==> src/sv/fcdt_pkg.sv <==
// Shared types and constants for the fragment coverage and depth test block.
package fcdt_pkg;

	localparam int unsigned EW = 36;
	localparam int unsigned DW = 33;
	localparam int unsigned NW = 51;
	localparam int unsigned QW = 17;
	localparam logic [15:0] DEPTH_MAX = 16'hFFFF;
	localparam logic [15:0] W_ONE = 16'h8000;
	localparam logic FUNC_TEST = 1'b0;
	localparam logic FUNC_CLEAR = 1'b1;

	typedef struct packed {
		logic start_edge;
		logic start_div;
		logic [1:0] div_sel;
		logic load_w;
		logic start_mac;
		logic mac_step;
		logic mem_rd;
		logic mem_wr_test;
		logic mem_wr_clear;
		logic out_load;
		logic clr_step;
	} fcdt_cmd_t;

	typedef struct packed {
		logic covered;
		logic clearing;
		logic on_screen;
		logic div_done;
		logic clr_done;
	} fcdt_sts_t;

endpackage

==> src/sv/fcdt_div.sv <==
// Restoring divider producing a 17-bit quotient, one bit per cycle.
module fcdt_div import fcdt_pkg::*; (
	input  logic clk,
	input  logic arst_n,
	input  logic start,
	input  logic [EW-1:0] num,
	input  logic [DW-1:0] den,
	output logic done,
	output logic [QW-1:0] quo
);
	logic [NW-1:0] rem_q;
	logic [DW-1:0] den_q;
	logic [4:0] cnt_q;
	logic busy_q;
	logic [DW:0] trial;
	logic [NW-1:0] sh;

	assign sh = {rem_q[NW-2:0], 1'b0};
	assign trial = sh[NW-1:QW] - {1'b0, den_q};

	always_ff @(posedge clk or negedge arst_n) begin
		if (!arst_n) begin
			busy_q <= 1'b0;
			cnt_q <= '0;
			done <= 1'b0;
		end else begin
			done <= 1'b0;
			if (start) begin
				busy_q <= 1'b1;
				cnt_q <= '0;
			end else if (busy_q) begin
				cnt_q <= cnt_q + 5'd1;
				if (cnt_q == 5'(QW - 1)) begin
					busy_q <= 1'b0;
					done <= 1'b1;
				end
			end
		end
	end

	// The numerator enters scaled by 2^15 so the quotient comes out in Q2.15.
	always_ff @(posedge clk) begin
		if (start) begin
			rem_q <= {num, {(NW-EW){1'b0}}};
			den_q <= den;
		end else if (busy_q) begin
			if (!trial[DW])
				rem_q <= {1'b0, trial[DW-1:0], sh[QW-1:1], 1'b1};
			else
				rem_q <= {sh[NW-1:1], 1'b0};
		end
	end

	assign quo = rem_q[QW-1:0];
endmodule

==> config.mk <==
export PLATFORM = sky130hd
export DESIGN_NAME = fcdt_div
export DESIGN_NICKNAME = d
export VERILOG_FILES = /design/src/sv/fcdt_pkg.sv /design/src/sv/fcdt_div.sv
export SDC_FILE = /design/constraint.sdc
export NUM_CORES = 1
export LEC_CHECK = 0
export BUFFER_PORTS_ARGS = -buffer_cell sky130_fd_sc_hd__buf_2
export CAP_MARGIN = 10
export CORE_MARGIN = 2
export CORE_UTILIZATION = 45
export DETAILED_ROUTE_END_ITERATION = 8
export MAX_ROUTING_LAYER = met4
export PLACE_DENSITY = 0.75
export SYNTH_ARGS = -nofsm -noshare
export SYNTH_HDL_FRONTEND = slang
export SYNTH_SLANG_ARGS = --single-unit
==> constraint.sdc <==
create_clock -name clk -period 6 [get_ports clk]
set_input_delay 0.3 -clock clk [delete_from_list [all_inputs] [get_ports clk]]
set_output_delay 0.3 -clock clk [all_outputs]
set_load 0.03 [all_outputs]
Yosys cells after proc, flatten, opt, wreduce, memory -nomap -nowiden

Cells that the tools add are included.

Logic and storage cells: 21
Output and inout port bits: 18
Input port bits: 72
Register bits after elaboration: 90

Reduce and logical (&&, ||, !) cells: 1
Muxes and demuxes: 11
Equal/unequal tests: 1
$add $sub $neg: 2

Operators by type and width:

| operator            | count |
|---|---|
| $mux 50             | 3 |
| $sub 34x33->34      | 1 |
| $mux 5              | 2 |
| $mux 1              | 6 |
| $add 5x1->5 const B | 1 |
| $eq 5x5->1 const B  | 1 |
| $reduce_bool 2->1   | 1 |

Longest topological paths before layout

Depth after elaboration: 4
Mapped depth: 14
Gate-level depth less buffers: 12

Worst setup path after synthesis

Ideal clock, no wire load.

Kind: reg-to-reg
From: reg rem_q[17]
To: reg rem_q[34], data pin
Required time: 5731 ps
Setup time: 269 ps
Arrival time: 2485 ps
Stages on the path, launching flop included: 13
Period minus slack after synthesis: 2754 ps
Slack: 3246 ps
Buffers on the path: 2
Cell sequence: edfxtp_1 ha_1 nor2b_1 o31ai_1 a21oi_1 o211ai_2 a21oi_2 o31ai_4 xor2_2 buf_6 buf_6 a32oi_1 o31ai_1

Cells in the longest elaborated chain, start to end: 4

RTL lines:

| element                | RTL line       | text |
|---|---|---|
| from (decl)            | fcdt_div.sv:11 | `logic [NW-1:0] rem_q;` |
| from (signal assigned) | fcdt_div.sv:44 | `rem_q <= {num, {(NW-EW){1'b0}}};` |
| from (signal assigned) | fcdt_div.sv:48 | `rem_q <= {1'b0, trial[DW-1:0], sh[QW-1:1], 1'b1};` |
| from (signal assigned) | fcdt_div.sv:50 | `rem_q <= {sh[NW-1:1], 1'b0};` |
| $sub 34x33->34         | fcdt_div.sv:19 | `assign trial = sh[NW-1:QW] - {1'b0, den_q};` |
| $mux 50                | fcdt_div.sv:47 | `if (!trial[DW])` |
| $mux 50                | fcdt_div.sv:46 | `end else if (busy_q) begin` |
| $mux 50                | fcdt_div.sv:43 | `if (start) begin` |

No other way between the ends. The select of a mux whose other input is x is not followed.
A chain may end at the register's enable or synchronous reset.

Worst setup path in the final report

From: reg rem_q[17]
To: reg rem_q[20], data pin

Same word-level chain as after synthesis.

==> metrics.md <==
| Metric | Value |
|---|---|
| Clock buffer depth | 2 |
| WS Path Type | reg -> reg |
| Slew margin rel. | 17.35% |
| Fin crit share | 61.88% |
| FMAX | 269.3 MHz |
| Detail Placement HPWL | 8149 um |
| Worst setup EP type | flop |
| P_sw | 1.232 mW |
| Tot GR Track Use | 19.22% |
| Initial detailed-routing violation count | 252 |
| Min Tclk post-route | 3.713 ns |
| Synth Cell Area | 5507 um2 |
| Total power | 3.041 mW |
| Synth Area in Simple Gates | 12.70% |
| Most common library cells after synthesis | edfxtp_1 (68), nand2_1 (50), inv_1 (38) |
| #FFs+latches synth | 90 |
| Final setup vio count | 0 |
| Starting Density | 46.04% |
| Wire per inst | 15.44 um |
| Vias post-DR | 4,205 |
| Startpoint types | flop |
| Root Driver | clkbuf_16 |
| Critical path fanouts, max | 27 |
| Final RePlAce weighted congestion | 0.8852 |
| Die area | 13,140 um2 |
| Antenna violations before repair | 0 |
| Xor-xnor portion of the synthesized cell area | 5.067% |
| Via density | 5.547 |
| EDFF count, synth | 68 |
| Internal power | 1.808 mW |
| Antenna-violating nets left | 0 |
| WP data required | 6.07 ns |
| Post-Synthesis Cells | 545 |
| Total core area | 11,960 um2 |
| Mux contribution to synthesized area | 3.454% |
| Port buffer count | 88 |
| Synth cell types | 58 |
| Layout Skew | 0.008858 ns |
| Reg power frac | 31.2% |
| Total grt overflow | 0 |
| Vias in the first global route | 4,134 |
| Peak VDD IR | 0.2060 mV |
| Die Ht | 114.6 um |
| Post-Layout Cell Count | 758 |
| Final Slew Violations | 0 |
| Placed cells | 741 |
| TritonCTS buffer count | 9 |
| H-tree levels | 3 |
| CTS Sinks | 90 |
| Ratio of cells with drive above 1 in the final layout | 19.64% |
| Synthesis-to-finish area growth | 13.29% |
| Synth Area in Compound Gates | 17.45% |
| CTS tree | yes |
| Outcome | completed |
| WP data arrival | 3.78 ns |
| Hold Vio Cnt, Final | 0 |
| Num ports | 90 |
| Top cell type's share of synthesized area | 37.08% |
| Largest family of logic cells by synthesized area | compound AO/OA/AOI/OAI gates |
| Worst-path clk slew | 0.07 ns |
| Fillers | 1,085 |
| Sum Neg Setup Slack | 0 ns |
| Slew @ Worst Pin | 1.240 ns |
| Synthesized area per cell | 10.10 um2 |
| Max_cap viols | 0 |
| Ys flop type | edfxtp_1 |
| Routed WL | 11,700 um |
| Clock Latency Late Sink | 0.35 ns |
| Synth warn | 0 |
| Clock power frac | 19.4% |
| Pwr per Cell Area | 487.4 nW/um2 |
| Switching Fraction | 40.53% |
| Synthesized net count | 653 |
| Seq/Total Area, Yosys | 45.72% |
| Final nets | 714 |
| Post-Synth Adder-Cell Area | 8.316% |
| Leading post-synthesis cells by cell area | edfxtp_1 (37%), ha_1 (8.0%), dfxtp_1 (5.5%) |
| First-pass GRT wire length | 19,390 um |
| Drt pass-1 iters | 4 |
| Leak | 2.843 nW |
| Combinational share of power | 49.5% |
| RSZ-0062 raised after global routing | false |
| Chip Width | 114.6 um |
| N_diodes | 0 |
| Remaining DRCs | 0 |
| Largest net degree at the start of global routing | 87 |
| Hold Path Class | in -> reg |
| Std cell rows | 40 |
| Largest area contributor in the netlist | edfxtp_1 |
| Cell with the most instances after synthesis | edfxtp_1 |
| Ys async rst share | 7.778% |
[flip-flops by register name, indices dropped and copies added (netlist names)]
| signal | cells |
|---|---|
| den_q | 33 |
| busy_q | 1 |
| done | 1 |
| cnt_q | 5 |
| rem_q | 50 |
[routing by layer]
metal | global-route usage (%) | routed length, um
met1 | 24.66 | 5549
met2 | 30.06 | 5481
met3 | 4.500 | 598
met4 | 6.423 | 70
met5 | - | 0
[final timing paths]
kind                            startpoint   endpoint  slack [ns]  depth (start not counted)
worst max register to register   rem_q[17]  rem_q[20]        2.29                         11
worst min register to register    rem_q[1]   rem_q[1]        0.53                          2
worst min-delay path               den[25]  den_q[25]        0.12                          1
worst max-delay path             rem_q[17]  rem_q[20]        2.29                         11
max in group asynchronous           arst_n   cnt_q[3]        5.55                          2
min in group asynchronous           arst_n     busy_q        0.30                          2
[area by class of cell]
| cell class | count | area [um2] | area share (%) |
|---|---|---|---|
| Timing Repair Buffer | 93 | 483.0 | 7.742 |
| Multi-Input combinational cell | 374 | 2601 | 41.70 |
| Inverter | 38 | 142.6 | 2.286 |
| Clock buffer | 10 | 250.2 | 4.011 |
| Clock inverter | 6 | 60.06 | 0.9627 |
| Tap cell | 147 | 183.9 | 2.948 |
| Sequential cell | 90 | 2517 | 40.35 |
[power groups by stage]
stage	Combinational, mW	Sequential (mW)	Clock, mW
after floorplan	1.26	0.929	0
after global placement	1.44	0.950	0
after detailed placement	1.49	0.958	0
after CTS	1.50	0.947	0.607
after global routing	1.68	0.961	0.630
final	1.50	0.948	0.588
[per-stage QoR]
step | hold WS [ns] | setup WS [ns] | area [um2] | utilization, %
after CTS | 0.1005 | 2.217 | 6238 | 52.15
after detailed placement | 0.1398 | 2.229 | 5918 | 49.48
after floorplan | 0.004409 | 3.246 | 5507 | -
after global routing | 0.1021 | 1.937 | 6238 | 52.15
after global placement | 0.1367 | 2.357 | 5918 | 49.48
final | 0.1158 | 2.287 | 6238 | 52.15
[cells by family after synthesis]
| family | after synthesis |
|---|---|
| AND/OR/NAND/NOR | 150 |
| AO/OA/AOI/OAI | 138 |
| flip-flops | 90 |
| buffers and inverters | 81 |
| adder cells (fa/ha/maj) | 36 |
| XOR/XNOR | 31 |
| multiplexers | 19 |
[repair_timing]
| action | CTS | global route |
|---|---|---|
| setup endpoints to repair | 0 | 0 |
| gates resized for setup | 0 | 0 |
| hold endpoints to repair | 7 | 0 |
| hold buffers | 1 | 0 |
| setup buffers | 0 | 0 |
[layout by cell type (no fill, tap or decap), types with 6 or more instances in the layout]
cell type	netlist	final
o21ai_0	19	19
xnor2_1	11	11
a21o_1	11	11
clkbuf_16	0	10
a21oi_1	32	32
ha_1	35	35
dfxtp_1	15	15
nor2_1	31	31
nand2_1	50	50
a32oi_1	8	8
nand4_1	6	6
o311ai_1	20	20
mux2i_1	19	19
o21ai_1	11	11
o21a_1	6	6
edfxtp_1	68	68
xor2_1	19	19
nand3_1	31	31
inv_1	38	38
buf_2	3	87
nand2b_1	9	9
dfrtp_1	7	7
[critical path: stages, from the launching register on]
cell and delay (ns):
edfxtp_1 0.43, ha_1 0.30, nor2b_1 0.14, o31ai_1 0.41
a21oi_1 0.20, o211ai_2 0.26, a21oi_2 0.11, o31ai_4 0.31
xor2_4 0.61, buf_4 0.35, mux2i_1 0.23, o21ai_1 0.07
No activity file was read; power rests on OpenSTA's default activity.
